==> src/rtl/core/cswk_pkg.sv <==
// Shared types and constants of the clipped shape fill walker.
`default_nettype none

package cswk_pkg;

  localparam int unsigned DimW    = 13;
  localparam int unsigned ScanW   = 14;
  localparam int unsigned CoordW  = 16;
  localparam int unsigned AddrW   = 24;
  localparam int unsigned ColorW  = 32;
  localparam int unsigned CfgIdxW = 3;
  localparam int unsigned CfgW    = 32;

  localparam logic [CfgIdxW-1:0] CfgFbWidth   = 3'd0;
  localparam logic [CfgIdxW-1:0] CfgFbHeight  = 3'd1;
  localparam logic [CfgIdxW-1:0] CfgShapeMode = 3'd2;
  localparam logic [CfgIdxW-1:0] CfgAnchorX   = 3'd3;
  localparam logic [CfgIdxW-1:0] CfgAnchorY   = 3'd4;
  localparam logic [CfgIdxW-1:0] CfgSizeA     = 3'd5;
  localparam logic [CfgIdxW-1:0] CfgSizeB     = 3'd6;
  localparam logic [CfgIdxW-1:0] CfgFillColor = 3'd7;

  typedef struct packed {
    logic [DimW-1:0]   fb_width;
    logic [DimW-1:0]   fb_height;
    logic              shape_mode;
    logic [CoordW-1:0] anchor_x;
    logic [CoordW-1:0] anchor_y;
    logic [DimW-1:0]   size_a;
    logic [DimW-1:0]   size_b;
    logic [ColorW-1:0] fill_color;
  } cfg_t;

  typedef struct packed {
    logic             act;
    logic             last;
    logic [ScanW-1:0] col;
    logic [ScanW-1:0] row;
  } pos_t;

endpackage

`default_nettype wire

==> src/rtl/core/cswk_req_if.sv <==
// Request channel of the fill walker: one start or advance tick.
`default_nettype none

interface cswk_req_if;
  logic valid;
  logic ready;
  logic start_req;

  modport source (output valid, output start_req, input ready);
  modport sink (input valid, input start_req, output ready);
endinterface

`default_nettype wire

==> src/rtl/core/cswk_res_if.sv <==
// Result channel of the fill walker: one pixel result per request.
`default_nettype none

interface cswk_res_if;
  logic                              valid;
  logic                              ready;
  logic [cswk_pkg::AddrW-1:0]        pixel_address;
  logic                              write_enable;
  logic [cswk_pkg::ColorW-1:0]       pixel_value;
  logic                              done_res;

  modport source (output valid, output pixel_address, output write_enable,
                  output pixel_value, output done_res, input ready);
  modport sink (input valid, input pixel_address, input write_enable,
                input pixel_value, input done_res, output ready);
endinterface

`default_nettype wire

==> src/rtl/core/cswk_walk.sv <==
// Walk sequencer: bounding-box scan state and the registered scan position.
`default_nettype none

module cswk_walk (
  input  wire logic            clk_i,
  input  wire logic            rst_ni,
  input  wire cswk_pkg::cfg_t  cfg_i,
  input  wire logic            adv_i,
  input  wire logic            req_valid_i,
  input  wire logic            start_req_i,
  output logic                 pos_valid_o,
  output cswk_pkg::pos_t       pos_o
);

  localparam int unsigned SW = cswk_pkg::ScanW;

  logic [SW-1:0] col_q, col_d;
  logic [SW-1:0] row_q, row_d;
  logic          walk_q, walk_d;
  logic          pos_valid_q;
  cswk_pkg::pos_t pos_q, pos_d;

  logic [SW-1:0] bw, bh, bw_m1, bh_m1;
  logic [SW-1:0] col, row;
  logic          act_in, in_box, last, accept;

  assign accept = adv_i && req_valid_i;

  always_comb begin
    if (cfg_i.shape_mode) begin
      bw = {cfg_i.size_a, 1'b1};
      bh = {cfg_i.size_a, 1'b1};
    end else begin
      bw = (cfg_i.size_b == '0) ? '0 : {1'b0, cfg_i.size_a};
      bh = (cfg_i.size_a == '0) ? '0 : {1'b0, cfg_i.size_b};
    end
  end

  assign bw_m1 = bw - SW'(1);
  assign bh_m1 = bh - SW'(1);

  always_comb begin
    act_in = start_req_i || walk_q;
    col    = start_req_i ? '0 : col_q;
    row    = start_req_i ? '0 : row_q;
    in_box = act_in && (bw != '0) && (bh != '0) && (col < bw) && (row < bh);
    last   = (col == bw_m1) && (row == bh_m1);

    col_d  = col;
    row_d  = row;
    walk_d = in_box && !last;
    if (in_box && !last) begin
      if (col == bw_m1) begin
        col_d = '0;
        row_d = row + SW'(1);
      end else begin
        col_d = col + SW'(1);
      end
    end

    pos_d.act  = in_box;
    pos_d.last = in_box && last;
    pos_d.col  = col;
    pos_d.row  = row;
  end

  always_ff @(posedge clk_i or negedge rst_ni) begin
    if (!rst_ni) begin
      col_q       <= '0;
      row_q       <= '0;
      walk_q      <= 1'b0;
      pos_valid_q <= 1'b0;
    end else begin
      if (adv_i) begin
        pos_valid_q <= req_valid_i;
      end
      if (accept) begin
        col_q  <= col_d;
        row_q  <= row_d;
        walk_q <= walk_d;
      end
    end
  end

  always_ff @(posedge clk_i) begin
    if (accept) begin
      pos_q <= pos_d;
    end
  end

  assign pos_valid_o = pos_valid_q;
  assign pos_o       = pos_q;

`ifndef ASSERT_OFF
  a_pos_in_box: assert property (@(posedge clk_i) disable iff (!rst_ni)
    pos_valid_q && pos_q.act |-> (pos_q.col < bw) && (pos_q.row < bh))
    else $error("scan position outside bounding box");

  a_walk_follows_pos: assert property (@(posedge clk_i) disable iff (!rst_ni)
    pos_valid_q |-> walk_q == (pos_q.act && !pos_q.last))
    else $error("walk state disagrees with last issued position");

  a_last_is_active: assert property (@(posedge clk_i) disable iff (!rst_ni)
    pos_valid_q && pos_q.last |-> pos_q.act)
    else $error("last flag on an inactive position");
`endif

endmodule

`default_nettype wire

==> src/rtl/core/clipped_shape_fill_walker.sv <==
// Clipped rectangle and filled circle fill walker, top level.
//
// Usage:
//   Program the frame size, shape mode, anchor, extents and color through the
//   write port (cfg_we_i, cfg_idx_i, cfg_data_i) while no request is pending.
//   Each request on req_i (start_req high restarts the walk, low advances one
//   position) yields exactly one result on res_o: the linear pixel address,
//   a write enable for positions inside frame and shape, the color and a
//   done flag that marks the last position or an idle walk.
//   On its way to res_o a request passes three registers: scan position
//   register, product register (row times stride and the circle squares),
//   result register. Throughput is one request per cycle unless the receiver
//   stalls; the walk counters update in the request cycle: no bubbles.
//   When the receiver stalls, the three stages fill and req_i.ready drops
//   only once all of them hold a result; results are never dropped.
//   Reset clears the walk (idle), the pipeline valids and loads the default
//   registers: 640 by 480 frame, rectangle mode, zero anchor, extents, color.
`default_nettype none

module clipped_shape_fill_walker #(
  parameter int unsigned MAX_DIM = 4096
) (
  input  wire logic                            clk_i,
  input  wire logic                            rst_ni,
  input  wire logic                            cfg_we_i,
  input  wire logic [cswk_pkg::CfgIdxW-1:0]    cfg_idx_i,
  input  wire logic [cswk_pkg::CfgW-1:0]       cfg_data_i,
  cswk_req_if.sink                             req_i,
  cswk_res_if.source                           res_o
);

  localparam int unsigned DW = cswk_pkg::DimW;
  localparam int unsigned SW = cswk_pkg::ScanW;
  localparam int unsigned CW = cswk_pkg::CoordW;
  localparam int unsigned XW = 18;
  localparam logic [DW:0] MaxDim = (DW+1)'(MAX_DIM);

  cswk_pkg::cfg_t cfg_q;

  always_ff @(posedge clk_i or negedge rst_ni) begin
    if (!rst_ni) begin
      cfg_q.fb_width   <= DW'(640);
      cfg_q.fb_height  <= DW'(480);
      cfg_q.shape_mode <= 1'b0;
      cfg_q.anchor_x   <= '0;
      cfg_q.anchor_y   <= '0;
      cfg_q.size_a     <= '0;
      cfg_q.size_b     <= '0;
      cfg_q.fill_color <= '0;
    end else if (cfg_we_i) begin
      case (cfg_idx_i)
        cswk_pkg::CfgFbWidth:   cfg_q.fb_width   <= cfg_data_i[DW-1:0];
        cswk_pkg::CfgFbHeight:  cfg_q.fb_height  <= cfg_data_i[DW-1:0];
        cswk_pkg::CfgShapeMode: cfg_q.shape_mode <= cfg_data_i[0];
        cswk_pkg::CfgAnchorX:   cfg_q.anchor_x   <= cfg_data_i[CW-1:0];
        cswk_pkg::CfgAnchorY:   cfg_q.anchor_y   <= cfg_data_i[CW-1:0];
        cswk_pkg::CfgSizeA:     cfg_q.size_a     <= cfg_data_i[DW-1:0];
        cswk_pkg::CfgSizeB:     cfg_q.size_b     <= cfg_data_i[DW-1:0];
        cswk_pkg::CfgFillColor: cfg_q.fill_color <= cfg_data_i[cswk_pkg::ColorW-1:0];
        default: ;
      endcase
    end
  end

  // Stage enables: each stage takes new data when empty or when it drains.
  logic en1, en2, en3;
  logic v1, v2_q, v3_q;

  assign en3 = !v3_q || res_o.ready;
  assign en2 = !v2_q || en3;
  assign en1 = !v1 || en2;
  assign req_i.ready = en1;

  cswk_pkg::pos_t pos;

  cswk_walk u_walk (
    .clk_i       (clk_i),
    .rst_ni      (rst_ni),
    .cfg_i       (cfg_q),
    .adv_i       (en1),
    .req_valid_i (req_i.valid),
    .start_req_i (req_i.start_req),
    .pos_valid_o (v1),
    .pos_o       (pos)
  );

  // Position and clip test, products.
  logic [DW-1:0]  fw, fh, off;
  logic [XW-1:0]  x, y;
  logic           inframe;
  logic [SW:0]    dx, dy;
  logic [SW-1:0]  dxa, dya;

  always_comb begin
    fw  = ({1'b0, cfg_q.fb_width} > MaxDim) ? MaxDim[DW-1:0] : cfg_q.fb_width;
    fh  = ({1'b0, cfg_q.fb_height} > MaxDim) ? MaxDim[DW-1:0] : cfg_q.fb_height;
    off = cfg_q.shape_mode ? cfg_q.size_a : '0;
    x = {{(XW-CW){cfg_q.anchor_x[CW-1]}}, cfg_q.anchor_x} - XW'(off) + XW'(pos.col);
    y = {{(XW-CW){cfg_q.anchor_y[CW-1]}}, cfg_q.anchor_y} - XW'(off) + XW'(pos.row);
    inframe = pos.act && !x[XW-1] && !y[XW-1]
              && (x[XW-2:0] < (XW-1)'(fw)) && (y[XW-2:0] < (XW-1)'(fh));
    dx  = {1'b0, pos.col} - (SW+1)'(cfg_q.size_a);
    dy  = {1'b0, pos.row} - (SW+1)'(cfg_q.size_a);
    dxa = dx[SW] ? SW'(-dx) : dx[SW-1:0];
    dya = dy[SW] ? SW'(-dy) : dy[SW-1:0];
  end

  logic              act2_q, last2_q, inframe2_q;
  logic [2*DW-1:0]   prod_q, r2_q;
  logic [DW-1:0]     xlo_q;
  logic [2*SW-1:0]   dx2_q, dy2_q;

  always_ff @(posedge clk_i or negedge rst_ni) begin
    if (!rst_ni) begin
      v2_q <= 1'b0;
    end else if (en2) begin
      v2_q <= v1;
    end
  end

  always_ff @(posedge clk_i) begin
    if (en2 && v1) begin
      act2_q     <= pos.act;
      last2_q    <= pos.last;
      inframe2_q <= inframe;
      prod_q     <= y[DW-1:0] * fw;
      xlo_q      <= x[DW-1:0];
      dx2_q      <= dxa * dxa;
      dy2_q      <= dya * dya;
      r2_q       <= cfg_q.size_a * cfg_q.size_a;
    end
  end

  // Address sum, circle test, result register.
  logic [2*SW:0]                  dist2;
  logic [2*DW:0]                  addr_sum;
  logic                           we3;
  logic [cswk_pkg::AddrW-1:0]     addr_q;
  logic                           we_q, done_q;
  logic [cswk_pkg::ColorW-1:0]    value_q;

  always_comb begin
    dist2    = (2*SW+1)'(dx2_q) + (2*SW+1)'(dy2_q);
    addr_sum = (2*DW+1)'(prod_q) + (2*DW+1)'(xlo_q);
    we3      = inframe2_q && (!cfg_q.shape_mode || (dist2 <= (2*SW+1)'(r2_q)));
  end

  always_ff @(posedge clk_i or negedge rst_ni) begin
    if (!rst_ni) begin
      v3_q <= 1'b0;
    end else if (en3) begin
      v3_q <= v2_q;
    end
  end

  always_ff @(posedge clk_i) begin
    if (en3 && v2_q) begin
      addr_q  <= inframe2_q ? addr_sum[cswk_pkg::AddrW-1:0] : '0;
      we_q    <= we3;
      value_q <= we3 ? cfg_q.fill_color : '0;
      done_q  <= !act2_q || last2_q;
    end
  end

  assign res_o.valid         = v3_q;
  assign res_o.pixel_address = addr_q;
  assign res_o.write_enable  = we_q;
  assign res_o.pixel_value   = value_q;
  assign res_o.done_res      = done_q;

`ifndef ASSERT_OFF
  a_we_color: assert property (@(posedge clk_i) disable iff (!rst_ni)
    res_o.valid && res_o.write_enable |-> res_o.pixel_value == cfg_q.fill_color)
    else $error("write without fill color");

  a_no_we_zero: assert property (@(posedge clk_i) disable iff (!rst_ni)
    res_o.valid && !res_o.write_enable |-> res_o.pixel_value == '0)
    else $error("nonzero value on a skipped position");

  a_ready_full: assert property (@(posedge clk_i) disable iff (!rst_ni)
    !req_i.ready |-> v1 && v2_q && v3_q && !res_o.ready)
    else $error("request refused with room in the pipeline");
`endif

endmodule

`default_nettype wire

==> src/flat_wrapper.sv <==
// flat-port wrapper written by rule: the top's interface ports become plain ports
module clipped_shape_fill_walker_flat 
#(
  parameter int unsigned MAX_DIM = 4096
)
  (clk_i, rst_ni, cfg_we_i, cfg_idx_i, cfg_data_i, req_i_valid, req_i_start_req, req_i_ready, res_o_valid, res_o_pixel_address, res_o_write_enable, res_o_pixel_value, res_o_done_res, res_o_ready);
  cswk_req_if req_i_i ();
  cswk_res_if res_o_i ();
  input  wire logic clk_i;
  input  wire logic rst_ni;
  input  wire logic cfg_we_i;
  input  wire logic [cswk_pkg::CfgIdxW-1:0] cfg_idx_i;
  input  wire logic [cswk_pkg::CfgW-1:0] cfg_data_i;
  input wire logic [$bits(req_i_i.valid)-1:0] req_i_valid;
  input wire logic [$bits(req_i_i.start_req)-1:0] req_i_start_req;
  output wire logic [$bits(req_i_i.ready)-1:0] req_i_ready;
  output wire logic [$bits(res_o_i.valid)-1:0] res_o_valid;
  output wire logic [$bits(res_o_i.pixel_address)-1:0] res_o_pixel_address;
  output wire logic [$bits(res_o_i.write_enable)-1:0] res_o_write_enable;
  output wire logic [$bits(res_o_i.pixel_value)-1:0] res_o_pixel_value;
  output wire logic [$bits(res_o_i.done_res)-1:0] res_o_done_res;
  input wire logic [$bits(res_o_i.ready)-1:0] res_o_ready;
  assign req_i_i.valid = req_i_valid;
  assign req_i_i.start_req = req_i_start_req;
  assign req_i_ready = req_i_i.ready;
  assign res_o_valid = res_o_i.valid;
  assign res_o_pixel_address = res_o_i.pixel_address;
  assign res_o_write_enable = res_o_i.write_enable;
  assign res_o_pixel_value = res_o_i.pixel_value;
  assign res_o_done_res = res_o_i.done_res;
  assign res_o_i.ready = res_o_ready;
  clipped_shape_fill_walker #(.MAX_DIM(MAX_DIM)) u_core (.clk_i(clk_i), .rst_ni(rst_ni), .cfg_we_i(cfg_we_i), .cfg_idx_i(cfg_idx_i), .cfg_data_i(cfg_data_i), .req_i(req_i_i), .res_o(res_o_i));
endmodule
==> config.mk <==
export PLATFORM = sky130hd
export DESIGN_NAME = clipped_shape_fill_walker_flat
export DESIGN_NICKNAME = d
export VERILOG_FILES = /design/src/rtl/core/cswk_pkg.sv /design/src/rtl/core/cswk_req_if.sv /design/src/rtl/core/cswk_res_if.sv /design/src/rtl/core/cswk_walk.sv /design/src/rtl/core/clipped_shape_fill_walker.sv /design/src/flat_wrapper.sv
export SDC_FILE = /design/constraint.sdc
export NUM_CORES = 2
export LEC_CHECK = 0
export ABC_AREA = 1
export BUFFER_PORTS_ARGS = -buffer_cell sky130_fd_sc_hd__buf_2
export CAP_MARGIN = 10
export CELL_PAD_IN_SITES_DETAIL_PLACEMENT = 0
export CELL_PAD_IN_SITES_GLOBAL_PLACEMENT = 1
export CORE_MARGIN = 1
export CORE_UTILIZATION = 45
export DETAILED_ROUTE_END_ITERATION = 7
export PLACE_DENSITY = 0.79
export SLEW_MARGIN = 20
export SYNTH_ARGS = -nofsm -noshare
export SYNTH_HDL_FRONTEND = slang
export SYNTH_SLANG_ARGS = --single-unit
==> constraint.sdc <==
create_clock -name clk_i -period 8 [get_ports clk_i]
set_clock_uncertainty 0.05 [all_clocks]
set_input_delay 0 -clock clk_i [delete_from_list [all_inputs] [get_ports clk_i]]
set_output_delay 0 -clock clk_i [all_outputs]
set_load 0.05 [all_outputs]
==> results.sh <==
export IMPL_rows=114
export IMPL_grt_overflow=0
export IMPL_yosysUniqueCellTypes=58
export IMPL_wl_per_cell_um=18.2
export IMPL_yosysTopAreaCell="fa_1"
export IMPL_netlist_top_cells_count="nand2_1, inv_1, ha_1, nor2_1, fa_1"
export IMPL_slew_violations=0
export IMPL_port_buffers=100
export IMPL_synth_most_common_cell="nand2_1"
export IMPL_maxCapViolations=0
export IMPL_nNetsFinal=7050
export IMPL_initial_core_util=0.457
export IMPL_clkLatencyLatePin_ns=0.66
export IMPL_drive_above_1_share=0.145
export IMPL_grt_pass1_vias=38000
export IMPL_synth_area_per_cell_um2=8.01
export IMPL_cts_tree="built"
export IMPL_min_to="u_core.cfg_q[28]"
export IMPL_finalSetupTns_ns=0
export IMPL_gp_congestion=0.952
export IMPL_syn_to_final_growth_pct=18.3
export IMPL_synthTopCellsByArea="fa_1, ha_1, edfxtp_1, nand2_1, inv_1"
export IMPL_ff2ff_setup_slack_ns=0.21
export IMPL_fp_dieH_um=316
export IMPL_crit_fanout=4
export IMPL_drt_wl_total_um=134000
export IMPL_r2r_cells=31
export IMPL_startpoint_type="flip-flop"
export IMPL_grt_max_degree=71
export IMPL_tightest_slew_ns=1.07
export IMPL_core_area_mm2=0.0971
export IMPL_synth_yosys_warnings=0
export IMPL_hold_violations=0
export IMPL_synth_seq_area_share=0.224
export IMPL_cts_root_buf="clkbuf_16"
export IMPL_setup_viol=0
export IMPL_hold_path_depth=4
export IMPL_fin_crit_sh=0.973
export IMPL_clkTransAtPathRegs_ns=0.07
export IMPL_dp_final_hpwl_um=109000
export IMPL_dr_pass1_iters=6
export IMPL_die_x_um=316
export IMPL_fmax_mhz=128
export IMPL_synth_top_cell_area_share=0.206
export IMPL_ys_dominant_reg_cell="edfxtp_1"
export IMPL_cts_inserted_buffers=46
export IMPL_clock_sinks=356
export IMPL_worst_r2r_startpoint="u_core.u_walk.pos_o[19]"
export IMPL_cp_common_cell="fa_1"
export IMPL_antenna_cells=0
export IMPL_antenna_left=0
export IMPL_io_pins=101
export IMPL_cp_slowest_stage_delay_ns=0.53
export IMPL_hold_start="cfg_data_i[28]"
export IMPL_grt_pass1_wl_um=211000
export IMPL_endpoint_kind="flip-flop"
export IMPL_grt_usage=0.274
export IMPL_syn_nets=6545
export IMPL_routed_via_count=37600
export IMPL_antenna_found_initial=5
export IMPL_status="finished clean"
export IMPL_period_needed_ns=7.79
export IMPL_critPathArrivalTime_ns=8.08
export IMPL_drc=0
export IMPL_grt_setup_unrepaired="yes"
export IMPL_reg2reg_to="u_core.dx2_q[26]"
export IMPL_path_class="flip-flop to flip-flop"
export IMPL_first_iter_violations=2388
export IMPL_syn_cell_area_mm2=0.0444
export IMPL_synthArstFlopShare=0.419
export IMPL_dieArea_mm2=0.0998
export IMPL_synthCells=5541
export IMPL_crit_slowest_cell="fa_1"
export IMPL_cts_max_level=2
export IMPL_crit_path_start="u_core.u_walk.pos_o[19]"
export IMPL_worstPathRequired_ns=8.29
export IMPL_synth_edf_count=207
export IMPL_cts_path_max_buffers=3
export IMPL_vias_per_cell=5.10
export IMPL_hp_class="input port to flip-flop"
export IMPL_max_slew_margin_rel=0.266
export IMPL_synth_seq_cells=356
-- layer usage --
metal	routed length, µm	GRT usage	vias to the layer above
li1	-	-	18300
met1	60800	0.382	18100
met2	61600	0.449	945
met3	7630	0.0318	193
met4	3950	0.0751	0
met5	0	0	-
-- per-stage QoR --
stage | cell area [µm²] | setup slack [ns] | util | hold slack, ns | instances
2_1_floorplan | 44400 | 0.0280 | - | -0.346 | 5541
3_3_place_gp | 48800 | -0.152 | 0.503 | -0.0770 | 7183
3_5_place_dp | 48800 | -0.224 | 0.503 | -0.0754 | 7183
4_1_cts | 51000 | -0.0244 | 0.525 | 0.00263 | 7312
5_1_grt | 52500 | -0.192 | 0.540 | 0.0412 | 7360
6_report | 52500 | 0.214 | 0.540 | 0.0411 | 7360
-- area by class of cell --
cell class | count | area, µm²
timing repair buffer | 558 | 4260
inverter | 1189 | 4480
clock buffer | 60 | 1280
clock inverter | 26 | 340
multi-input combinational | 3895 | 30600
sequential | 356 | 9950
fill | 9132 | 44600
tap | 1276 | 1600
-- worst max-delay path: cells and delay by family (launching register included) --
| kind | cells | cell delay, ns |
|---|---|---|
| adder cells (fa/ha/maj) | 8 | 3.59 |
| AND/OR/NAND/NOR | 9 | 1.43 |
| buffers and inverters | 6 | 0.48 |
| AO/OA/AOI/OAI | 6 | 1.08 |
| XOR/XNOR | 2 | 0.35 |
| flip-flops | 1 | 0.45 |
-- cells in the final DEF (no fill, tap or decap), drive strengths merged, types with 15 or more instances in the layout --
cell         Yosys  layout
a21o            25      25
dlygate4sd3      0      41
nor4            15      15
clkbuf          70      60
dfrtp          143     143
a31oi           30      30
o21ai          246     246
nand4           40      40
o21bai          20      20
edfxtp         207     207
clkinv          12      18
xnor2           65      65
buf             31     517
inv           1177    1185
fa             456     456
xor2           168     168
nor2           497     497
nand2         1223    1223
a21oi          272     272
nand3          185     185
ha             507     507
nor3            52      52
-- flip-flops by register name, summed over array words and instances, names as in the netlist, 13 cells and up --
name / count
u_core.xlo_q: 13
u_core.res_o.pixel_address: 24
u_core.u_walk.col_q: 14
u_core.r2_q: 25
u_core.prod_q: 24
u_core.u_walk.row_q: 14
u_core.dy2_q: 27
u_core.dx2_q: 27
u_core.u_walk.pos_o: 30
u_core.res_o.pixel_value: 32
u_core.cfg_q: 117
-- how the worst max path moves through the flow --
stage | endpoint | slack (ns) | cells past startpoint
global placement | u_core.dx2_q[26] | -0.15 | 37
finish | u_core.dx2_q[26] | 0.21 | 31
global route | u_core.dx2_q[26] | -0.19 | 34
CTS | u_core.dy2_q[24] | -0.02 | 37
floorplan | u_core.dy2_q[26] | 0.03 | 35
detailed placement | u_core.dy2_q[24] | -0.22 | 38
-- cell families after synthesis --
kind of cell | synth area share
AND/OR/NAND/NOR | 0.187
buffers and inverters | 0.111
adder cells (fa/ha/maj) | 0.349
AO/OA/AOI/OAI | 0.0828
flip-flops | 0.224
XOR/XNOR | 0.0467
-- timing repair --
| item | in CTS | in global routing |
|---|---|---|
| gates resized for setup | 33 | 274 |
| hold buffers | 42 | 0 |
| endpoints found under the hold margin | 236 | 0 |
| endpoints found under the setup margin | 19 | 40 |
| pin swaps | 3 | 107 |
| buffers inserted | 1 | 48 |
Power is left out: the tool's default activity adds up to more than one toggle a clock period on the data nets, which glitch-free logic cannot reach.
